==> src/rtl/core/ddo_pkg.sv <==
// ----------------------------------------------------------------------------
// ddo_pkg
// Shared types, constants and helper functions for the odometry block.
// ----------------------------------------------------------------------------
package ddo_pkg;

    localparam int CORDIC_STEPS_DEF  = 16;
    localparam int POS_FRAC_BITS_DEF = 16;

    localparam int STEP_W = 5;
    localparam int MUL_AW = 36;
    localparam int MUL_BW = 22;
    localparam int MUL_PW = MUL_AW + MUL_BW;
    localparam int TRIG_W = 23;

    localparam logic [MUL_BW-1:0] HEAD_GAIN   = 22'd2734261;
    localparam logic signed [32:0] CORDIC_GAIN = 33'sd652032874;
    localparam logic [15:0]       TICK_MAX    = 16'hFFFF;
    localparam logic [31:0]       ANGLE_PI    = 32'h8000_0000;
    localparam logic [7:0]        DIV_BASE    = 8'd125;
    localparam logic [23:0]       DIV_RECIP   = 24'd8589935;
    localparam int                DIV_RSH     = 30;
    localparam int                X_START_MM  = -850;
    localparam int                Y_START_MM  = 620;

    typedef enum logic [3:0] {
        ST_IDLE,
        ST_DIFF,
        ST_GAIN,
        ST_VEL,
        ST_TRIG_GO,
        ST_TRIG,
        ST_X,
        ST_Y,
        ST_DIV,
        ST_RESULT
    } state_t;

    typedef enum logic {
        CMD_UPDATE  = 1'b0,
        CMD_RESTART = 1'b1
    } cmd_t;

    function automatic logic [31:0] atan_entry(input logic [STEP_W-1:0] idx);
        logic [31:0] r;
        unique case (idx)
            5'd0:  r = 32'h20000000;
            5'd1:  r = 32'h12E4051E;
            5'd2:  r = 32'h09FB385B;
            5'd3:  r = 32'h051111D4;
            5'd4:  r = 32'h028B0D43;
            5'd5:  r = 32'h0145D7E1;
            5'd6:  r = 32'h00A2F61E;
            5'd7:  r = 32'h00517C55;
            5'd8:  r = 32'h0028BE53;
            5'd9:  r = 32'h00145F2F;
            5'd10: r = 32'h000A2F98;
            5'd11: r = 32'h000517CC;
            5'd12: r = 32'h00028BE6;
            5'd13: r = 32'h000145F3;
            5'd14: r = 32'h0000A2FA;
            5'd15: r = 32'h0000517D;
            5'd16: r = 32'h000028BE;
            5'd17: r = 32'h0000145F;
            5'd18: r = 32'h00000A30;
            5'd19: r = 32'h00000518;
            5'd20: r = 32'h0000028C;
            5'd21: r = 32'h00000146;
            5'd22: r = 32'h000000A3;
            5'd23: r = 32'h00000051;
            5'd24: r = 32'h00000029;
            5'd25: r = 32'h00000014;
            5'd26: r = 32'h0000000A;
            5'd27: r = 32'h00000005;
            5'd28: r = 32'h00000003;
            default: r = 32'h00000001;
        endcase
        return r;
    endfunction

    function automatic logic [31:0] sat32(input logic signed [63:0] v);
        logic [31:0] r;
        if (v > 64'sd2147483647)
            r = 32'h7FFF_FFFF;
        else if (v < -64'sd2147483648)
            r = 32'h8000_0000;
        else
            r = v[31:0];
        return r;
    endfunction

    function automatic logic [31:0] start_pos(input int mm, input int frac);
        logic signed [63:0] v;
        v = 64'(signed'(mm)) <<< frac;
        return sat32(v);
    endfunction

endpackage

==> src/rtl/core/ddo_mul.sv <==
// ----------------------------------------------------------------------------
// ddo_mul
// Shared unsigned multiplier with a registered product.
// ----------------------------------------------------------------------------
module ddo_mul (
    input  logic                        clk,
    input  logic [ddo_pkg::MUL_AW-1:0]  a,
    input  logic [ddo_pkg::MUL_BW-1:0]  b,
    output logic [ddo_pkg::MUL_PW-1:0]  prod
);

    logic [ddo_pkg::MUL_PW-1:0] prod_reg;

    always_ff @(posedge clk)
    begin
        prod_reg <= ddo_pkg::MUL_PW'(a) * ddo_pkg::MUL_PW'(b);
    end

    assign prod = prod_reg;

endmodule

==> config.mk <==
export PLATFORM = sky130hd
export DESIGN_NAME = ddo_mul
export DESIGN_NICKNAME = d
export VERILOG_FILES = /design/src/rtl/core/ddo_pkg.sv /design/src/rtl/core/ddo_mul.sv
export SDC_FILE = /design/constraint.sdc
export NUM_CORES = 2
export LEC_CHECK = 0
export ABC_AREA = 1
export BUFFER_PORTS_ARGS = -buffer_cell sky130_fd_sc_hd__buf_2
export CORE_MARGIN = 3
export CORE_UTILIZATION = 40
export CTS_BUF_LIST = sky130_fd_sc_hd__clkbuf_2
export DETAILED_ROUTE_END_ITERATION = 6
export GPL_TIMING_DRIVEN = 1
export PLACE_DENSITY = 0.67
export SETUP_SLACK_MARGIN = 0.02
export SLEW_MARGIN = 20
export SYNTH_ARGS = -nofsm -noshare
export SYNTH_HDL_FRONTEND = slang
export SYNTH_SLANG_ARGS = --single-unit
==> constraint.sdc <==
create_clock -name clk -period 7.88 [get_ports clk]
set_input_delay 0.394 -clock clk [delete_from_list [all_inputs] [get_ports clk]]
set_output_delay 0.394 -clock clk [all_outputs]
set_load 0.02 [all_outputs]
After elaboration in Yosys (flattened, before gate mapping)
Index checks and enable logic that the tools add are counted.
- bits of input ports: 59
- register bits: 58
- output and inout bits: 58
- multiply operators: 1
- operators with widths (kind ; count):
    36-bit by 22-bit multiplier with 58-bit output ; 1

Logic depth before layout (Yosys ltp)
- depth after elaboration: 1
- depth in mapped cells: 30

Worst setup path after synthesis
OpenSTA, ideal clock, no wires.
- path type: input -> register
- start point: input b[7] (netlist name)
- end point: register prod_reg (netlist bit prod[49])
- path slack: 1.919 ns
- stages on the path: 26
- data arrival time: 5.848 ns
- path buffers: 2
- cell sequence: clkbuf_1 -> clkbuf_1 -> nand2_1 -> fa_1 -> inv_1 -> fa_1 -> inv_1 -> fa_1 -> inv_1 -> fa_1 -> fa_1 -> fa_1 -> inv_1 -> fa_1 -> inv_1 -> ha_1 -> nand2_1 -> inv_1 -> nand2_2 -> inv_1 -> a21oi_1 -> inv_1 -> a21oi_1 -> nand3_1 -> nand2_1 -> nand2_1
- word-level cells in the longest chain between the ends: 1
- ends and longest elaborated chain (item ; RTL line ; text):
    from (decl) ; ddo_mul.sv:8 ; input logic [ddo_pkg::MUL_BW-1:0] b,
    36-bit by 22-bit multiplier with 58-bit output ; ddo_mul.sv:16 ; prod_reg <= ddo_pkg::MUL_PW'(a) * ddo_pkg::MUL_PW'(b);
    to (signal assigned) ; ddo_mul.sv:16 ;
    to (decl) ; ddo_mul.sv:12 ; logic [ddo_pkg::MUL_PW-1:0] prod_reg;
Every way passes these cells.

Final worst setup path
- start point: input b[1] (netlist name)
- end point: register prod_reg (netlist bit prod[34])
Same word-level chain as after synthesis.

==> run_results.csv <==
group,metric,value,unit
setup_path,cpLargestDelayFamily,"adder cells",
synth,synth_nets,4722,
clock_network,clockRootBuffer,"clkbuf_2",
setup_path,worstSetupStartpointType,"input pin",
place,place_congestion,0.9658,
drt,top_layer,"met5",
final_layout,final_cells,4741,
synth,avgSynthCellArea,7.448,µm²
drt,wl_met2,37000,µm
setup_path,path_class,"in -> reg",
final_layout,drive_gt1_share,5.766,%
setup_path,cpPeakStageDelay,610,ps
setup_path,cp.required,8360,ps
drt,wire_per_inst,15.92,µm
drt,drt-met1-wl,31810,µm
drt,drtAntennaViolNets,0,
timing,setup_viol,0,
drt,met3_length,4957,µm
hold_path,hold_class,"in -> reg",
synth,synthArstFlopShare,0,%
clock_network,clk_pin_slew_worst_paths,280,ps
floorplan,die_h,272.5,µm
final_layout,largest_reg_flops,58,
global_routing,grt_pass1_wl,126200,µm
global_routing,grt_max_degree,37,
setup_path,crit_chain,"buf_2 > nand2_1 > fa_1 > fa_1 > fa_1 > inv_1 > fa_1 > inv_1 > fa_1 > inv_1 > fa_1 > inv_1 > fa_1 > inv_1 > ha_1 > nand2_2 > inv_1 > nand2_1 > nor3_1 > nand2_1 > nand2_2 > nand2_1 > nand3_1 > xor2_1",
global_routing,antenna_found_initial,6,
synth,ys.warnings.count,0,
timing,maxSlewViolCount,0,
drt,drtIter0Drc,1446,
setup_path,worstSetupStartpoint,"b[1]",
clock_network,cts_max_level,3,
drt,wl,75470,µm
timing,hold_violations,0,
drt,drc_errors,0,
final_layout,post-route-util,42.48,%
place,port_buffers,116,
floorplan,row_count,97,
timing,tns,0,ps
timing,rsz0062_at_grt,"false",
floorplan,die_w,272.5,µm
setup_path,crit_path_top_delay_cell,"buf_2",
clock_network,cts_setup_buffers,0,
floorplan,io-pin-count,117,
drt,vias,22260,
floorplan,die-area,0.07423,mm²
synth,ys_ff_latch,58,
floorplan,initial_utilization,40.48,%
global_routing,grtUsageTotal,21.37,%
setup_path,crit_arrival,6710,ps
setup_path,cp_num_buf_inv,7,
timing,min_period,6234,ps
clock_network,cts_made_buffers,9,
final_layout,syn_to_final_growth,4.926,%
synth,ys.flop_type,"dfxtp_1",
setup_path,endpoint_kind,"flop",
place,post-place-cells,4722,
synth,netlist_area,0.02840,mm²
synth,synth_cells,3813,
final_layout,final_nets,4702,
timing,max_clock_freq,160.4,MHz
synth,synth_cell_types,33,
outcome,status,"completed",
clock_network,clockBufferDepth,2,
clock_network,hold_buffers,0,
hold_path,hold_start,"a[0]",
setup_path,path_max_fanout,36,
place,hpwl,64580,µm
global_routing,grt_pass1_vias,23810,
synth,synth_edf_count,0,
synth,synth-seq-area-share,4.089,%
drt,vias_per_cell,4.695,
job,drv_cap,0,
timing,tightest_slew,1056,ps
setup_path,cp_common_cell,"fa_1",
global_routing,overflow,0,
timing,relSlewSlack,29.57,%
clock_network,post_cts_resized,0,
clock_network,cts_tree,"yes",
floorplan,core,0.07015,mm²
clock_network,cts_sinks,58,
drt,drt-pass1-iter-count,5,
timing,timing.final.crit_share,79.11,%
## Yosys cell counts (all sizes together) (2+ instances only)
cell type / count / share of area [%]
nor2: 102 / 1.7
a21boi: 2 / 0.053
o21ai: 8 / 0.15
a21o: 2 / 0.053
inv: 1220 / 16
and2: 5 / 0.11
nand4: 14 / 0.31
buf: 41 / 0.54
o21bai: 2 / 0.053
xor2: 27 / 0.83
ha: 173 / 7.6
dfxtp: 58 / 4.1
nor3: 10 / 0.26
nand2: 1251 / 17
xnor2: 7 / 0.22
fa: 677 / 48
clkbuf: 119 / 1.6
nand3: 59 / 1.2
a21oi: 31 / 0.55
## layout make-up
type,count,area (µm²)
multi-input cells,2374,22050
flip-flops and latches,58,1161
clock inverters,7,92.59
diodes,3,7.507
well taps,940,1176
clock buffers,9,45.04
repair buffers,129,678.2
inverters,1221,4583
fillers,7261,40350
## stage by stage
stage	cell area, µm²	worst slack (ps)	hold WS [ps]
3_5_place_dp	29650	1023	811.2
2_1_floorplan	28400	1919	491.6
3_3_place_gp	29650	1027	811.1
5_1_grt	29800	1437	141.7
6_report	29800	1646	181.2
4_1_cts	29790	1747	112.3
## cell families (layout without fill, tap and decap cells)
logic type | after synthesis | count (layout) | synth area share, %
xor gates and xnor gates | 34 | 34 | 1.049
and+or+nand+nor | 1443 | 1443 | 20.35
buffers and inverters | 1381 | 1366 | 18.25
AOI/OAI and AO/OA | 47 | 47 | 0.9120
adders and majority gates | 850 | 850 | 55.35
DFF | 58 | 58 | 4.089
other | 0 | 3 | 0
## cell usage in the layout (no fill, tap or decap), types with 27 or more instances in the layout
cell / count
nand3_1: 51
xor2_1: 27
nand2_1: 1228
dfxtp_1: 58
buf_2: 116
fa_1: 677
inv_1: 1210
nor2_1: 76
ha_1: 173
a21oi_1: 31
## worst min-delay path: stages
cell and delay [ps]:
buf_2 270, nand2_1 140, inv_1 40
## layer usage
| metal | vias to the layer above | global-route usage, % |
|---|---|---|
| li1 | 10380 | - |
| met1 | 11050 | 28.68 |
| met2 | 714 | 36.92 |
| met3 | 114 | 2.784 |
| met4 | 2 | 4.716 |
| met5 | - | 0 |
## worst paths after layout
check | to | slack [ps] | cells after the start
min | prod[0] | 180 | 3
max | prod[34] | 1650 | 24
Power is left out: the tool's default activity adds up to more than one toggle a clock period on the data nets, which glitch-free logic cannot reach.
