`src/rtl/core/ddo_pkg.sv`:
```
// ----------------------------------------------------------------------------
// ddo_pkg
// Shared types, constants and helper functions for the odometry block.
// ----------------------------------------------------------------------------
package ddo_pkg;

    localparam int CORDIC_STEPS_DEF  = 16;
    localparam int POS_FRAC_BITS_DEF = 16;

    localparam int STEP_W = 5;
    localparam int MUL_AW = 36;
    localparam int MUL_BW = 22;
    localparam int MUL_PW = MUL_AW + MUL_BW;
    localparam int TRIG_W = 23;

    localparam logic [MUL_BW-1:0] HEAD_GAIN   = 22'd2734261;
    localparam logic signed [32:0] CORDIC_GAIN = 33'sd652032874;
    localparam logic [15:0]       TICK_MAX    = 16'hFFFF;
    localparam logic [31:0]       ANGLE_PI    = 32'h8000_0000;
    localparam logic [7:0]        DIV_BASE    = 8'd125;
    localparam logic [23:0]       DIV_RECIP   = 24'd8589935;
    localparam int                DIV_RSH     = 30;
    localparam int                X_START_MM  = -850;
    localparam int                Y_START_MM  = 620;

    typedef enum logic [3:0] {
        ST_IDLE,
        ST_DIFF,
        ST_GAIN,
        ST_VEL,
        ST_TRIG_GO,
        ST_TRIG,
        ST_X,
        ST_Y,
        ST_DIV,
        ST_RESULT
    } state_t;

    typedef enum logic {
        CMD_UPDATE  = 1'b0,
        CMD_RESTART = 1'b1
    } cmd_t;

    function automatic logic [31:0] atan_entry(input logic [STEP_W-1:0] idx);
        logic [31:0] r;
        unique case (idx)
            5'd0:  r = 32'h20000000;
            5'd1:  r = 32'h12E4051E;
            5'd2:  r = 32'h09FB385B;
            5'd3:  r = 32'h051111D4;
            5'd4:  r = 32'h028B0D43;
            5'd5:  r = 32'h0145D7E1;
            5'd6:  r = 32'h00A2F61E;
            5'd7:  r = 32'h00517C55;
            5'd8:  r = 32'h0028BE53;
            5'd9:  r = 32'h00145F2F;
            5'd10: r = 32'h000A2F98;
            5'd11: r = 32'h000517CC;
            5'd12: r = 32'h00028BE6;
            5'd13: r = 32'h000145F3;
            5'd14: r = 32'h0000A2FA;
            5'd15: r = 32'h0000517D;
            5'd16: r = 32'h000028BE;
            5'd17: r = 32'h0000145F;
            5'd18: r = 32'h00000A30;
            5'd19: r = 32'h00000518;
            5'd20: r = 32'h0000028C;
            5'd21: r = 32'h00000146;
            5'd22: r = 32'h000000A3;
            5'd23: r = 32'h00000051;
            5'd24: r = 32'h00000029;
            5'd25: r = 32'h00000014;
            5'd26: r = 32'h0000000A;
            5'd27: r = 32'h00000005;
            5'd28: r = 32'h00000003;
            default: r = 32'h00000001;
        endcase
        return r;
    endfunction

    function automatic logic [31:0] sat32(input logic signed [63:0] v);
        logic [31:0] r;
        if (v > 64'sd2147483647)
            r = 32'h7FFF_FFFF;
        else if (v < -64'sd2147483648)
            r = 32'h8000_0000;
        else
            r = v[31:0];
        return r;
    endfunction

    function automatic logic [31:0] start_pos(input int mm, input int frac);
        logic signed [63:0] v;
        v = 64'(signed'(mm)) <<< frac;
        return sat32(v);
    endfunction

endpackage

```
`src/rtl/core/ddo_cordic.sv`:
```
// ----------------------------------------------------------------------------
// ddo_cordic
// Iterative CORDIC rotation, one step per cycle, cos and sin in Q20.
// ----------------------------------------------------------------------------
module ddo_cordic #(
    parameter int CORDIC_STEPS = ddo_pkg::CORDIC_STEPS_DEF
) (
    input  logic                              clk,
    input  logic                              rst_n,
    input  logic                              start,
    input  logic [31:0]                       angle,
    output logic                              done,
    output logic signed [ddo_pkg::TRIG_W-1:0] cos_q20,
    output logic signed [ddo_pkg::TRIG_W-1:0] sin_q20
);

    logic signed [32:0]               x_reg, y_reg, z_reg;
    logic [ddo_pkg::STEP_W-1:0]       cnt_reg;
    logic                             busy_reg, done_reg, flip_reg;
    logic signed [32:0]               x_sh, y_sh, atan_s;
    logic [31:0]                      a_rot;
    logic signed [33:0]               x_rnd, y_rnd;
    logic signed [ddo_pkg::TRIG_W-1:0] x_q20, y_q20;

    always_comb
    begin
        x_sh   = x_reg >>> cnt_reg;
        y_sh   = y_reg >>> cnt_reg;
        atan_s = signed'({1'b0, ddo_pkg::atan_entry(cnt_reg)});
        a_rot  = (angle[31] ^ angle[30]) ? angle + ddo_pkg::ANGLE_PI : angle;
        x_rnd  = 34'(x_reg) + 34'sd512;
        y_rnd  = 34'(y_reg) + 34'sd512;
        x_q20  = ddo_pkg::TRIG_W'(x_rnd >>> 10);
        y_q20  = ddo_pkg::TRIG_W'(y_rnd >>> 10);
    end

    always_ff @(posedge clk or negedge rst_n)
    begin
        if (!rst_n)
        begin
            busy_reg <= 1'b0;
            done_reg <= 1'b0;
            cnt_reg  <= '0;
        end
        else if (start)
        begin
            busy_reg <= 1'b1;
            done_reg <= 1'b0;
            cnt_reg  <= '0;
        end
        else if (busy_reg)
        begin
            cnt_reg <= cnt_reg + 1'b1;
            if (cnt_reg == ddo_pkg::STEP_W'(CORDIC_STEPS - 1))
            begin
                busy_reg <= 1'b0;
                done_reg <= 1'b1;
            end
        end
    end

    always_ff @(posedge clk)
    begin
        if (start)
        begin
            flip_reg <= angle[31] ^ angle[30];
            x_reg    <= ddo_pkg::CORDIC_GAIN;
            y_reg    <= '0;
            z_reg    <= signed'({a_rot[31], a_rot});
        end
        else if (busy_reg)
        begin
            if (!z_reg[32])
            begin
                x_reg <= x_reg - y_sh;
                y_reg <= y_reg + x_sh;
                z_reg <= z_reg - atan_s;
            end
            else
            begin
                x_reg <= x_reg + y_sh;
                y_reg <= y_reg - x_sh;
                z_reg <= z_reg + atan_s;
            end
        end
    end

    assign done    = done_reg;
    assign cos_q20 = flip_reg ? -x_q20 : x_q20;
    assign sin_q20 = flip_reg ? -y_q20 : y_q20;

endmodule

```
`config.mk`:
```
export PLATFORM = sky130hd
export DESIGN_NAME = ddo_cordic
export DESIGN_NICKNAME = d
export VERILOG_FILES = /design/src/rtl/core/ddo_pkg.sv /design/src/rtl/core/ddo_cordic.sv
export SDC_FILE = /design/constraint.sdc
export NUM_CORES = 1
export LEC_CHECK = 0
export BUFFER_PORTS_ARGS = -buffer_cell sky130_fd_sc_hd__buf_4
export CORE_AREA = 3 3 170 205
export DETAILED_ROUTE_END_ITERATION = 6
export DIE_AREA = 0 0 173 208
export GPL_TIMING_DRIVEN = 0
export PLACE_DENSITY = 0.74
export SLEW_MARGIN = 10
export SYNTH_ARGS = -nofsm -noshare
export SYNTH_HDL_FRONTEND = slang
export SYNTH_SLANG_ARGS = --single-unit
```
`constraint.sdc`:
```
create_clock -name clk -period 6.5 [get_ports clk]
set_input_delay 0.325 -clock clk [delete_from_list [all_inputs] [get_ports clk]]
set_output_delay 0.325 -clock clk [all_outputs]
set_load 0.005 [all_outputs]
```
; Yosys cells after proc, flatten, opt, wreduce, memory -nomap -nowiden
; Memory sizes are Yosys's and may differ from the RTL's.
; Cells that the tools add are included.
[totals]
word_cells = 43
n_memories = 1
out_inout_bits = 47
romBits = 960
ff_bits = 107
in_bits = 35
[memory_table]
columns = name, words, width, rd, rd_clocked_by_memory_dff, write_ports, line_no
row1 = (name not given), 32, 30, 1, 0, 0, ddo_pkg.sv:46  ; unique case (idx)
[op_classes]
n_mux = 16
n_shift = 2
add_sub_neg = 12
bitwise_logic = 1
eq_ne = 1
n_reduce_logical = 3
[ops]
columns = op, count
row1 = 33-bit 2-to-1 mux, 5
row2 = 33-bit adder, 3
row3 = 33-bit subtractor, 3
row4 = 33-bit by 11-bit adder with 33-bit output (second input constant), 2
row5 = 33-bit by 5-bit >>> shifter with 33-bit output, 2
row6 = 23-bit 2-to-1 mux, 2
row7 = 23-bit negation, 2
row8 = 32-bit adder (second input constant), 1
row9 = 32-bit 2-to-1 mux, 1
row10 = 5-bit 2-to-1 mux, 2
row11 = 1-bit 2-to-1 mux, 6
row12 = 5-bit by 1-bit adder with 5-bit output (second input constant), 1
row13 = 5-bit by 4-bit == test with 1-bit output (second input constant), 1
row14 = 2-bit nonzero test, 2
row15 = 2-bit AND reduction, 1
row16 = 1-bit bitwise XOR, 1

; Longest topological paths before layout
; An unclocked memory read counts as a cell.
[depth]
ltp_word = 5
depth_mapped = 29
ltp_nobuf = 23

; Worst setup path before layout
; No wires, ideal clock.
[synth_path]
path_type = register to register
start = register cnt_reg[0] (netlist name)
end = register y_reg[32]
path_stages_with_launch = 27
arrival_time_ns = 5.900
setup_time_ns = 0.123
n_path_buf = 7
t_required_ns = 6.377
path_slack_ns = 0.477
cell_sequence = dfrtp_1 buf_6 buf_12 buf_12 buf_12 buf_6 buf_6 clkbuf_1 mux2_2 a211oi_1 nand4_1 nor3_2 nand2_1 nor3_1 a22oi_1 o31a_1 ha_1 a21o_1 a21oi_1 nor2b_1 nor4_1 o31ai_1 o311ai_0 a211oi_1 or3_1 mux2i_1 mux2_1
[synth_via]
elab_chain_cells = 3
word_cells_on_any_way = 4
[synth_lines]
columns = element, line_no
row1 = start: declaration, ddo_cordic.sv:18  ; logic [ddo_pkg::STEP_W-1:0] cnt_reg;
row2 = start signal: assignment, ddo_cordic.sv:53  ; cnt_reg <= cnt_reg + 1'b1;
row3 = 33-bit by 5-bit >>> shifter with 33-bit output *, ddo_cordic.sv:27  ; x_sh = x_reg >>> cnt_reg;
row4 = 33-bit adder / 33-bit subtractor (equally long branches), "ddo_cordic.sv:76, ddo_cordic.sv:82"
row5 = 33-bit 2-to-1 mux *, ddo_cordic.sv:73  ; if (!z_reg[32])
row6 = end signal: assignment, ddo_cordic.sv:76  ; y_reg <= y_reg + x_sh;
row7 = end signal: assignment, ddo_cordic.sv:82  ; y_reg <= y_reg - x_sh;
row8 = end: declaration, ddo_cordic.sv:17  ; logic signed [32:0] x_reg, y_reg, z_reg;
; Mark *: on every way between the ends. The rest lies on a longest branch, timed or not.
; A chain may end at the register's enable or synchronous reset.

; Final worst setup path
[layout_path]
start = register cnt_reg[0] (netlist name)
end = register x_reg[32]
[layout_via]
elab_chain_cells = 3
word_cells_on_any_way = 4
[layout_lines]
columns = element, line_no
row1 = 33-bit by 5-bit >>> shifter with 33-bit output *, ddo_cordic.sv:28  ; y_sh = y_reg >>> cnt_reg;
row2 = 33-bit subtractor / 33-bit adder (equally long branches), "ddo_cordic.sv:75, ddo_cordic.sv:81"
row3 = 33-bit 2-to-1 mux *, ddo_cordic.sv:73
row4 = end signal: assignment, ddo_cordic.sv:67  ; x_reg <= ddo_pkg::CORDIC_GAIN;
row5 = end signal: assignment, ddo_cordic.sv:75  ; x_reg <= x_reg - y_sh;
row6 = end signal: assignment, ddo_cordic.sv:81  ; x_reg <= x_reg + y_sh;
row7 = end: declaration, ddo_cordic.sv:17
; Marked as above.

==> summary.txt <==
Logic synthesis
  – Netlist Area Pre-Place: 0.0180 mm2
  – Synth top cells by count: nand2_1 (203), nor2_1 (189), a21oi_1 (174)
  – Net Count, Synth: 2402
  – Register area share after synthesis: 14.0%
  – Most frequent cell after synthesis: nand2_1
  – Post-synth EDFFs: 34
  – Synth Register Bits: 107
  – Area leader, netlist: mux4_2
  – YS warnings: 0
  – Yosys top cell area share: 8.38%
  – Synth Flop Type: dfxtp_1
  – Mean Syn Cell Area: 7.99 um2
  – Distinct cells, synth: 99
  – FFs w/ async S/R, synth: 6.54%
  – Post-Synthesis Cells: 2252
  – Synth top area cells: mux4_2 (8.4%), ha_1 (7.8%), xnor2_1 (7.7%)

Drt
  – Antenna Violating Nets Remaining: 0
  – DR vias/cell: 7.34
  – Total iterations of the first detailed-routing run: 7
  – Routed Wire Length: 90500 um
  – DR DRC count: 4
  – Via count: 21000
  – Avg WL per Cell: 31.7 um
  – Iter 0 DRT Violations: 3070

Worst setup path
  – Critical path type: reg2reg
  – Worst Path Max Fanout: 9
  – Worst Path Required: 6.81 ns
  – Startpoint types: flip-flop
  – Crit. End Element: flip-flop
  – Data arrival, critical path: 6.87 ns

Run status
  – Violated checks: DRC, setup timing
  – Status: finished, violations left

Timing
  – Slew Limit Headroom: 18.6%
  – Fmax: 152 MHz
  – Layout Skew: 0.0137 ns
  – Period utilization: 101%
  – Final setup viols: 2
  – WHS: 0.109 ns
  – Worst Tran Pin Value: 1.22 ns
  – Endpoints failing hold: 0
  – Slew Limit Fails: 0
  – Worst Setup Slack, final: -0.0576 ns
  – Period minus WS final: 6.56 ns

Pwr
  – Peak supply drop: 0.502 mV
  – Int Power: 6.19 mW
  – Leakage power: 8.58 nW
  – Psw: 7.73 mW
  – Share of power burned in combinational logic: 85.2%
  – Sequential share of power: 10.3%
  – Sw Share: 55.5%
  – Clock group share of total power: 4.6%
  – PwrDens: 665 mW/mm2

Global route
  – Vias in the first global route: 19700
  – Total gr overflow: 0
  – Global Route Usage Sum: 47.7%
  – First-pass GRT wire length: 128000 um
  – Initial antenna violation count: 7
  – Pin count of the biggest net entering global routing: 34

CTS
  – Clock H-tree levels: 3
  – Clock Tree Buf Depth: 2
  – Clock Sinks: 107
  – CTS root buf: clkbuf_16
  – Total CTS buffers: 9
  – Clock transition at path regs: 0.10 ns
  – CTS tree: yes
  – Worst skew pair latency: 0.42 ns

Floorplan
  – Std cell rows: 73
  – Die ar.: 0.0360 mm2
  – Core ar.: 0.0331 mm2
  – DIE WIDTH: 173 um
  – Die Ht: 208 um
  – Effective utilization at floorplan: 54.4%
  – # IOs: 82

Layout
  – Area Growth Syn to Fin: 16.2%
  – Layout cells sized above 1: 19.4%
  – Layout Nets: 2548

Placed design
  – Port Buffer Count: 81
  – GPL Wtd Cong: 1.23
  – Dpl ws: -2.09 ns
  – Dpl hpwl: 68700 um

Job
  – Max-cap violation count: 0

Worst hold path
  – Worst hold path class: in2reg
==> area by class of cell <==
class | instances | area (um2)
Antenna cell | 4 | 10.0
Timing Repair Buffer | 140 | 1110
Fill cell | 2760 | 12100
Clock buffer | 9 | 225
Multi-Input combinational cell | 1906 | 15000
Inverter | 60 | 231
Sequential cell | 107 | 2520
Buffer | 174 | 1160
Tap cell | 450 | 563
Clock inverter | 7 | 85.1
==> cells by family (layout without fill, tap and decap cells) <==
kind of cell / count (synthesis) / after routing / share of synthesized area [%]
buffers and inverters: 239 / 390 / 6.46
flip-flops: 107 / 107 / 14.0
adder cells (fa/ha/maj): 115 / 115 / 8.12
other: 0 / 4 / 0
AND/OR/NAND/NOR: 688 / 688 / 18.5
XOR/XNOR: 257 / 257 / 12.5
AO/OA/AOI/OAI: 675 / 675 / 24.6
multiplexers: 171 / 171 / 15.9
==> through the flow <==
stage          cell area (um2)  total power, mW  std cells  TNS (ns)  util, %
6_report                 20900             13.9       2857   -0.0945     63.3
5_1_grt                  20900             14.6       2853    -0.546     63.3
4_1_cts                  20000             12.8       2821  -0.00284     60.6
3_5_place_dp             19200             11.9       2786    -64.17     58.1
3_3_place_gp             19200             11.6       2783    -63.70     58.0
2_1_floorplan            18000             8.99       2252         0        -
==> power by group through the flow <==
stage	combinational, mW	sequential (mW)	clock, mW
2_1_floorplan	7.74	1.25	0
3_3_place_gp	10.2	1.38	0
3_5_place_dp	10.5	1.40	0
4_1_cts	10.8	1.39	0.620
5_1_grt	12.5	1.43	0.647
6_report	11.9	1.43	0.637
==> cell usage in the layout, fill, tap and decap left out, types with 48 or more instances in the layout <==
master      n
nand2_1   202
nor2_1    181
o21ai_0   126
xor2_1     94
a21o_1     61
nand3_1    48
buf_4     149
xnor2_1   154
inv_1      55
mux4_2     69
a21oi_1   169
dfxtp_1    66
ha_1      103
clkbuf_1   76
==> timing repair <==
item | in CTS | in global routing
resized for setup | 94 | 130
setup buffers | 19 | 36
endpoints found under the hold margin | 7 | 0
pin swaps | 16 | 25
hold buffers | 1 | 0
endpoints found under the setup margin | 60 | 29
gates cloned | 0 | 0
==> routing by layer <==
metal / routed length (um) / vias to the layer above / track usage [%]
met4: 9990 / 2 / 40.2
met2: 39400 / 1832 / 74.9
met1: 29900 / 9844 / 51.8
li1: - / 8680 / -
met3: 11200 / 604 / 16.2
met5: 11 / - / 0
==> worst max-delay path: stages (launching register included) <==
cell       delay [ns]
dfrtp_2          0.40
buf_12           0.14
buf_12           0.12
buf_12           0.11
mux4_2           0.55
mux2i_1          0.50
o22ai_1          0.27
or4b_4           0.58
nor4_4           0.32
and3_1           0.19
buf_2            0.16
nand2_1          0.17
nor2_1           0.17
nor2_1           0.09
xor2_2           0.29
ha_2             0.37
and4_1           0.24
a31oi_1          0.19
o211ai_1         0.18
a2bb2oi_2        0.20
o311ai_0         0.15
and2_1           0.21
a31oi_2          0.25
nand2_1          0.08
mux2i_1          0.16
mux2_1           0.33
==> worst paths after layout <==
| check | startpoint | endpoint | slack, ns | cells past startpoint |
|---|---|---|---|---|
| worst max-delay path | cnt_reg[0] | x_reg[32] | -0.06 | 25 |
| worst min-delay path | start | flip_reg | 0.11 | 1 |
| worst max register to register | cnt_reg[0] | x_reg[32] | -0.06 | 25 |
| worst min register to register | y_reg[0] | y_reg[0] | 0.52 | 2 |
| max in group asynchronous | rst_n | cnt_reg[0] | 6.04 | 2 |
| min in group asynchronous | rst_n | done | 0.29 | 2 |
Power figures use the tool's default switching activity.
