[src/rtl/core/ddo_pkg.sv]
// ----------------------------------------------------------------------------
// ddo_pkg
// Shared types, constants and helper functions for the odometry block.
// ----------------------------------------------------------------------------
package ddo_pkg;

    localparam int CORDIC_STEPS_DEF  = 16;
    localparam int POS_FRAC_BITS_DEF = 16;

    localparam int STEP_W = 5;
    localparam int MUL_AW = 36;
    localparam int MUL_BW = 22;
    localparam int MUL_PW = MUL_AW + MUL_BW;
    localparam int TRIG_W = 23;

    localparam logic [MUL_BW-1:0] HEAD_GAIN   = 22'd2734261;
    localparam logic signed [32:0] CORDIC_GAIN = 33'sd652032874;
    localparam logic [15:0]       TICK_MAX    = 16'hFFFF;
    localparam logic [31:0]       ANGLE_PI    = 32'h8000_0000;
    localparam logic [7:0]        DIV_BASE    = 8'd125;
    localparam logic [23:0]       DIV_RECIP   = 24'd8589935;
    localparam int                DIV_RSH     = 30;
    localparam int                X_START_MM  = -850;
    localparam int                Y_START_MM  = 620;

    typedef enum logic [3:0] {
        ST_IDLE,
        ST_DIFF,
        ST_GAIN,
        ST_VEL,
        ST_TRIG_GO,
        ST_TRIG,
        ST_X,
        ST_Y,
        ST_DIV,
        ST_RESULT
    } state_t;

    typedef enum logic {
        CMD_UPDATE  = 1'b0,
        CMD_RESTART = 1'b1
    } cmd_t;

    function automatic logic [31:0] atan_entry(input logic [STEP_W-1:0] idx);
        logic [31:0] r;
        unique case (idx)
            5'd0:  r = 32'h20000000;
            5'd1:  r = 32'h12E4051E;
            5'd2:  r = 32'h09FB385B;
            5'd3:  r = 32'h051111D4;
            5'd4:  r = 32'h028B0D43;
            5'd5:  r = 32'h0145D7E1;
            5'd6:  r = 32'h00A2F61E;
            5'd7:  r = 32'h00517C55;
            5'd8:  r = 32'h0028BE53;
            5'd9:  r = 32'h00145F2F;
            5'd10: r = 32'h000A2F98;
            5'd11: r = 32'h000517CC;
            5'd12: r = 32'h00028BE6;
            5'd13: r = 32'h000145F3;
            5'd14: r = 32'h0000A2FA;
            5'd15: r = 32'h0000517D;
            5'd16: r = 32'h000028BE;
            5'd17: r = 32'h0000145F;
            5'd18: r = 32'h00000A30;
            5'd19: r = 32'h00000518;
            5'd20: r = 32'h0000028C;
            5'd21: r = 32'h00000146;
            5'd22: r = 32'h000000A3;
            5'd23: r = 32'h00000051;
            5'd24: r = 32'h00000029;
            5'd25: r = 32'h00000014;
            5'd26: r = 32'h0000000A;
            5'd27: r = 32'h00000005;
            5'd28: r = 32'h00000003;
            default: r = 32'h00000001;
        endcase
        return r;
    endfunction

    function automatic logic [31:0] sat32(input logic signed [63:0] v);
        logic [31:0] r;
        if (v > 64'sd2147483647)
            r = 32'h7FFF_FFFF;
        else if (v < -64'sd2147483648)
            r = 32'h8000_0000;
        else
            r = v[31:0];
        return r;
    endfunction

    function automatic logic [31:0] start_pos(input int mm, input int frac);
        logic signed [63:0] v;
        v = 64'(signed'(mm)) <<< frac;
        return sat32(v);
    endfunction

endpackage

[src/rtl/core/ddo_div.sv]
// ----------------------------------------------------------------------------
// ddo_div
// Rounded scaling of a position product: shift, then divide by 125 in 16-bit
// digits, each digit by a reciprocal multiply and a remainder step.
// ----------------------------------------------------------------------------
module ddo_div #(
    parameter int POS_FRAC_BITS = ddo_pkg::POS_FRAC_BITS_DEF
) (
    input  logic                        clk,
    input  logic                        rst_n,
    input  logic                        start,
    input  logic [ddo_pkg::MUL_PW-1:0]  mag,
    output logic                        done,
    output logic [24+POS_FRAC_BITS-1:0] quo
);

    localparam int NW = 24 + POS_FRAC_BITS;
    localparam int CH = (NW + 15) / 16;
    localparam int PW = CH * 16;
    localparam int NS = 2 * CH;
    localparam int CW = $clog2(NS);
    localparam int SH = 34 - POS_FRAC_BITS;

    logic [PW-1:0]              sh_reg;
    logic [6:0]                 rem_reg;
    logic [22:0]                xd_reg;
    logic [15:0]                qd_reg;
    logic [CW-1:0]              cnt_reg;
    logic                       busy_reg, done_reg;
    logic [ddo_pkg::MUL_PW-1:0] rnd;
    logic [22:0]                xd;
    logic [46:0]                qprod;
    logic [22:0]                back;
    logic [6:0]                 rem_n;

    always_comb
    begin
        rnd   = mag + (ddo_pkg::MUL_PW'(ddo_pkg::DIV_BASE) << (SH - 1));
        xd    = {rem_reg, sh_reg[PW-1 -: 16]};
        qprod = 47'(xd) * 47'(ddo_pkg::DIV_RECIP);
        back  = 23'(qd_reg) * 23'(ddo_pkg::DIV_BASE);
        rem_n = 7'(xd_reg - back);
    end

    always_ff @(posedge clk or negedge rst_n)
    begin
        if (!rst_n)
        begin
            busy_reg <= 1'b0;
            done_reg <= 1'b0;
            cnt_reg  <= '0;
        end
        else if (start)
        begin
            busy_reg <= 1'b1;
            done_reg <= 1'b0;
            cnt_reg  <= '0;
        end
        else if (busy_reg)
        begin
            cnt_reg <= cnt_reg + 1'b1;
            if (cnt_reg == CW'(NS - 1))
            begin
                busy_reg <= 1'b0;
                done_reg <= 1'b1;
            end
        end
    end

    // even step: digit estimate, odd step: remainder and shift
    always_ff @(posedge clk)
    begin
        if (start)
        begin
            sh_reg  <= PW'(rnd[SH +: NW]);
            rem_reg <= '0;
        end
        else if (busy_reg)
        begin
            if (!cnt_reg[0])
            begin
                xd_reg <= xd;
                qd_reg <= qprod[ddo_pkg::DIV_RSH +: 16];
            end
            else
            begin
                sh_reg  <= {sh_reg[PW-17:0], qd_reg};
                rem_reg <= rem_n;
            end
        end
    end

    assign done = done_reg;
    assign quo  = sh_reg[NW-1:0];

endmodule

[config.mk]
export PLATFORM = sky130hd
export DESIGN_NAME = ddo_div
export DESIGN_NICKNAME = d
export VERILOG_FILES = /design/src/rtl/core/ddo_pkg.sv /design/src/rtl/core/ddo_div.sv
export SDC_FILE = /design/constraint.sdc
export NUM_CORES = 1
export LEC_CHECK = 0
export BUFFER_PORTS_ARGS = -buffer_cell sky130_fd_sc_hd__buf_4
export CAP_MARGIN = 20
export CORE_UTILIZATION = 55
export CTS_CLUSTER_SIZE = 8
export DETAILED_ROUTE_END_ITERATION = 8
export HOLD_SLACK_MARGIN = 0.03
export MAX_ROUTING_LAYER = met4
export PLACE_DENSITY = 0.83
export REMOVE_ABC_BUFFERS = 1
export SYNTH_ARGS = -nofsm -noshare
export SYNTH_HDL_FRONTEND = slang
export SYNTH_SLANG_ARGS = --single-unit
[constraint.sdc]
create_clock -name clk -period 8.11 [get_ports clk]
set_clock_uncertainty 0.05 [all_clocks]
set_input_delay 1.622 -clock clk [delete_from_list [all_inputs] [get_ports clk]]
set_output_delay 1.622 -clock clk [all_outputs]
set_load 0.05 [all_outputs]
**Word-level counts from Yosys, hierarchy flattened**

Index checks and enable logic that the tools add are counted.
Widths: inputs -> output; s select.

- Register bits: 83
- Latch bits: 0
- Bits in writable memories: 0
- ROM bits: 0
- Input port bits: 61
- Output and inout bits: 41
- Memories kept: 0

- $add $sub $neg: 3
- Multipliers: 2
- Divide/modulo/power cells: 0
- Order comparisons: 0
- Equal/unequal tests: 1
- Shift-type cells: 0
- Multiplexer cells: 11
- Bitwise gates (word level): 2
- Reductions and logical operators: 7

Operators by type and width:

| operator | number |
|---|---|
| $mux 40 | 3 |
| $add 58x24->58 const B | 1 |
| $mul 23x24->46 const B | 1 |
| $mul 16x7->7 const B | 1 |
| $sub 7x7->7 | 1 |
| $mux 1 | 6 |
| $mux 3 | 2 |
| $reduce_and 2->1 | 3 |
| $reduce_bool 2->1 | 3 |
| $add 3x1->3 const B | 1 |
| $eq 3x3->1 const B | 1 |
| $reduce_and 3->1 | 1 |
| $not 1->1 | 2 |

**Logic depth before layout (Yosys ltp)**

Gate-level depths: netlist of the first run.

- Word-level depth: 4
- Mapped depth: 24

**Worst setup path after synthesis of the first run**

Ideal clock, no wire load.

- Path type: reg-to-reg
- Start: register rem_reg[4]
- End: register qd_reg[10], data pin
- Setup time: 0.265 ns
- Arrival time: 5.962 ns
- Setup slack: 1.832 ns
- Cell stages (with the launch flop): 20
- Clock period less this slack: 6.278 ns
- Cell sequence: dfxtp_1 fa_1 inv_1 fa_1 inv_1 fa_1 fa_1 fa_1 inv_1 fa_1 inv_1 fa_1 ha_1 or2_2 a21oi_1 nor2_2 o311a_4 o41ai_4 nand4b_1 nand4_1

- Longest elaborated chain between the ends: 1

Ends and longest elaborated chain:

| element | line | RTL |
|---|---|---|
| start: declaration | ddo_div.sv:25 | `logic [6:0] rem_reg;` |
| start signal: assignment | ddo_div.sv:88 | `rem_reg <= rem_n;` |
| $mul 23x24->46 | ddo_div.sv:40 | `qprod = 47'(xd) * 47'(ddo_pkg::DIV_RECIP);` |
| net qprod[40] | ddo_div.sv:32 | `logic [46:0] qprod;` |
| end signal: assignment | ddo_div.sv:83 | `qd_reg <= qprod[ddo_pkg::DIV_RSH +: 16];` |
| end: declaration | ddo_div.sv:27 | `logic [15:0] qd_reg;` |

The timed path passes the listed nets, and every way through them passes these cells.
A chain may end at the register's enable or synchronous reset.

**Final worst setup path of the first run**

- Start: register rem_reg[4]
- End: register qd_reg[15], data pin

Same word-level chain as after synthesis.

==> results.ini, run 1 <==
[global_route]
grt_start_max_net_pins=100
grt_pass1_wl_um=48900
grt.overflow.total=0
antenna_found_initial=0
grt_pass1_vias=9733
grt_usage=0.271

[synthesis]
synth_ff_type=edfxtp_1
synth_top_area_cell=fa_1
synth-seq-area-share=0.179
async_flop_share=0.0602
post-synth-top-count-cell=inv_1
synth.top_cell.area_share=0.251
synth.area.top_cells=fa_1 (25%), ha_1 (25%), edfxtp_1 (15%), inv_1 (9.3%), a21oi_1 (3.0%)
synth-edff-count=63
ys_seq_elements=83
ys_top_cells_by_count=inv_1 (320), ha_1 (255), fa_1 (163)
syn_area_mm2=0.0130
syn_area_per_cell_um2=9.89
ys_warn_count=0
syn-instance-count=1312
synth_cell_type_count=63

[die]
die_h_um=156
num_rows=55
start_util=0.566
io_pins=102
chipWidth_um=156
core_mm2=0.0229
dieArea_mm2=0.0242

[placement]
dp_hpwl_um=25200
place_congestion=0.948
portBuffers=84

[sta]
rsz0062_at_grt=false
slew_headroom=0.329
min_period_over_period=0.855
final.min_clock_period_ps=6940
drv_slew=0
fin_tns_setup_ps=0
fmax_mhz=144
hold_viol_final=0
finalSetupViolCount=0
worst_pin_slew_ps=1010

[detailed_routing]
wl_per_cell_um=18.0
via_per_inst=5.47
antenna_left=0
routed_wirelength_um=30100
drcViolationCount=0
dr.pass1.iters=6
vias=9163
drt_iter0_drc=706

[critical_path]
cp.depth=20
required_ps=8150
crit_path_end_kind=flip-flop
crit_family=adder cells
worst_path_max_delay_cell=fa_1
arrival_ps=6980
crit_chain=fa_1 > inv_1 > fa_1 > inv_1 > fa_1 > fa_1 > fa_1 > inv_1 > fa_1 > inv_1 > fa_1 > ha_1 > a21oi_1 > o21ai_0 > a211oi_1 > o311ai_1 > a21oi_2 > o221ai_1 > a21oi_1 > xnor2_1
critPathBufInv=4
r2r_cells=20
cp_common_cell=fa_1
worstSetupPathType=flip-flop to flip-flop
slowest_delay_ps=660
path_max_fanout=9
start_kind=flip-flop
reg2reg_setup_slack_ps=1170

[clock_network]
numCtsBuffers=9
cts_root_buffer=clkbuf_16
cts.sink_count=83
cts_hold_buf=0
cts_tree=done
clk_pin_slew_ps=60
ctsResizeCount=0
cts.path.max_buffers=2
post_cts_buffers=0
clk_latency_ps=340
h-tree-depth=3

[hold_path]
whs_path_depth=2
hp-class=flip-flop to flip-flop

[layout]
drive_gt1_frac=0.0918
insertedDiodeCount=0
largest_register_ffs=48
syn_to_final_growth_pct=7.80
fin_nets=1836

[flow_run]
drv_cap=0

[run_status]
status=finished clean

-- through the flow --
step	cells	cell area, µm²	utilization	worst slack [ps]	hold WS [ps]
after CTS	1675	14000	0.610	1190	470
final	1675	14000	0.610	1170	472
after global routing	1675	14000	0.610	839	481
after global placement	1659	13700	0.597	1310	448
after detailed placement	1659	13700	0.597	1180	450
after floorplan	1257	12600	-	1830	476
-- worst register-to-register path, stage by stage, from the launching register on --
cell and delay (ps):
dfxtp_1 500, fa_1 670, inv_1 70, fa_1 500
inv_1 60, fa_1 510, fa_1 530, fa_1 550
inv_1 60, fa_1 530, inv_1 60, fa_1 470
ha_1 360, a21oi_1 150, o21ai_0 110, a211oi_1 350
o311ai_1 190, a21oi_2 420, o221ai_1 260, a21oi_1 230
xnor2_1 80
-- layout by cell type (no fill, tap or decap), types with 6 or more instances in the layout --
cell,synthesis,routed
buf_4,40,89
and3_1,12,12
xnor2_1,44,44
ha_1,255,255
xor2_1,26,26
a211oi_1,7,7
nor2_1,64,64
o21a_1,6,6
nand4_1,13,13
dfxtp_1,15,15
o21ai_0,11,11
a21oi_1,78,78
inv_1,320,320
edfxtp_1,63,63
nor2b_1,8,8
nand3_1,20,20
a21o_1,11,11
fa_1,163,163
clkbuf_16,0,10
nor3_1,10,10
nand2_1,58,58
-- per-layer routing --
layer	wire, µm	up-vias	share of wire	GRT usage
li1	-	4283	-	-
met1	12300	4496	0.41	0.333
met2	15100	337	0.50	0.467
met3	1870	47	0.062	0.0297
met4	837	0	0.028	0.0878
met5	0	-	0	-
-- path summary, 6_finish.rpt --
kind / startpoint / end
setup / recovery: rem_reg[4] / qd_reg[15]
max in group asynchronous: rst_n / cnt_reg[0]
hold reg to reg: done / done
min in group asynchronous: rst_n / cnt_reg[2]
hold / removal: done / done
setup reg to reg: rem_reg[4] / qd_reg[15]
-- logic make-up (layout without fill, tap and decap cells) --
kind of cell               count (synthesis)  in the layout  synth area share
AOI/OAI and AO/OA                        151            151            0.0761
xor gates and xnor gates                  70             70            0.0473
adders and majority gates                418            418             0.497
buffers and inverters                    375            425             0.120
DFF                                       83             83             0.179
muxes                                      4              4           0.00337
and+or+nand+nor                          211            211            0.0772
-- layout make-up --
cell class | count | area, µm²
clock buffers | 13 | 282
fillers | 1790 | 8930
flip-flops and latches | 83 | 2320
repair buffers | 89 | 668
well taps | 313 | 392
inverters | 320 | 1200
clock inverters | 3 | 20.0
multi-input cells | 854 | 9110
Power of run 1 is not shown: default switching activity piles up to over one toggle a cycle in this logic, so the estimate is an artifact.
==> run 2: changes to the inputs <==
Settings changed: PLACE_DENSITY 0.83 to 0.77.
==> run 2 against run 1 <==
Against the previous run: critical path depth did not move; global-route usage fell by 0.20 points; non-clock buffer count rose by 3; register-to-register slack got worse by 60 ps; highest routed layer unchanged.
==> results.ini, run 2 (synthesis gave the netlist of run 1 again) <==
[run_status]
status=finished clean

[critical_path]
worstSetupPathType=flip-flop to flip-flop
start_kind=flip-flop
path_max_fanout=9
crit_path_end_kind=flip-flop
arrival_ps=7040
required_ps=8150
r2r_cells=20

[sta]
min_period_over_period=0.863
finalSetupViolCount=0
drv_slew=0
fin_tns_setup_ps=0
final.min_clock_period_ps=7000
worst_pin_slew_ps=1060
slew_headroom=0.297
rsz0062_at_grt=false
hold_viol_final=0
fmax_mhz=143

[global_route]
grt.overflow.total=0
grt_start_max_net_pins=56
grt_usage=0.269
grt_pass1_vias=9670
grt_pass1_wl_um=48200
antenna_found_initial=0

[layout]
largest_register_ffs=48
fin_nets=1839
final_common_cell=inv_1
num-fill-cells=1914
insertedDiodeCount=0
drive_gt1_frac=0.0945
syn_to_final_growth_pct=7.91
final_cell_mix=inv_1 (320), ha_1 (255), fa_1 (163), buf_4 (92), a21oi_1 (78)

[clock_network]
cts_hold_buf=0
cts_tree=done
ctsResizeCount=0
numCtsBuffers=9
cts.path.max_buffers=2
post_cts_buffers=0
cts_root_buffer=clkbuf_16
h-tree-depth=3
clk_pin_slew_ps=70
clk_latency_ps=350
cts.sink_count=83

[detailed_routing]
drt_iter0_drc=565
drcViolationCount=0
wl_per_cell_um=17.7
vias=9070
antenna_left=0
via_per_inst=5.41
dr.pass1.iters=7
routed_wirelength_um=29700

[die]
num_rows=55
core_mm2=0.0229
dieArea_mm2=0.0242
die_h_um=156
start_util=0.566
io_pins=102
chipWidth_um=156

[placement]
portBuffers=84
dp_hpwl_um=25100
place_congestion=0.998

[hold_path]
whs_path_depth=2
hp-class=flip-flop to flip-flop

[flow_run]
drv_cap=0

[run 2: metrics by stage]
stage	area (µm²)	hold WS [ps]	setup slack [ps]	instances	util
floorplan	12600	476	1830	1257	-
global placement	13700	444	1320	1662	0.598
detailed placement	13700	488	1150	1662	0.598
CTS	14000	501	1120	1678	0.611
global route	14000	544	717	1678	0.611
finish	14000	502	1110	1678	0.611
[run 2: area by class of cell]
cell class,count,area [µm²],share of cell area
timing repair buffer,92,691,0.0493
inverter,320,1200,0.0858
clock inverter,6,53.8,0.00384
multi-input combinational,854,9110,0.650
sequential,83,2320,0.166
tap,313,392,0.0280
clock buffer,10,239,0.0171
[run 2: routing by layer]
metal,vias up,global-route usage,part of all wire
li1,4289,-,-
met2,272,0.458,0.49
met5,-,-,0
met3,56,0.0369,0.058
met4,0,0.0812,0.027
met1,4453,0.332,0.42
[run 2: critical path, cell delays in order, from the launching register on]
cell and delay, ps:
dfxtp_1 500, fa_1 650, inv_1 70, fa_1 500, inv_1 50, fa_1 510
fa_1 530, fa_1 550, inv_1 60, fa_1 540, inv_1 60, fa_1 470
ha_1 360, a21oi_1 160, o21ai_0 100, a211oi_1 390, o311ai_1 220, a21oi_2 420
o221ai_1 230, a21oi_1 230, xnor2_1 80
[run 2: worst paths after layout]
kind	start	to	slack (ps)
setup / recovery	rem_reg[4]	qd_reg[15]	1110
hold / removal	done	done	500
setup reg to reg	rem_reg[4]	qd_reg[15]	1110
hold reg to reg	done	done	500
max in group asynchronous	rst_n	cnt_reg[0]	6890
min in group asynchronous	rst_n	cnt_reg[1]	1010
Power of run 2 is left out for the same reason.
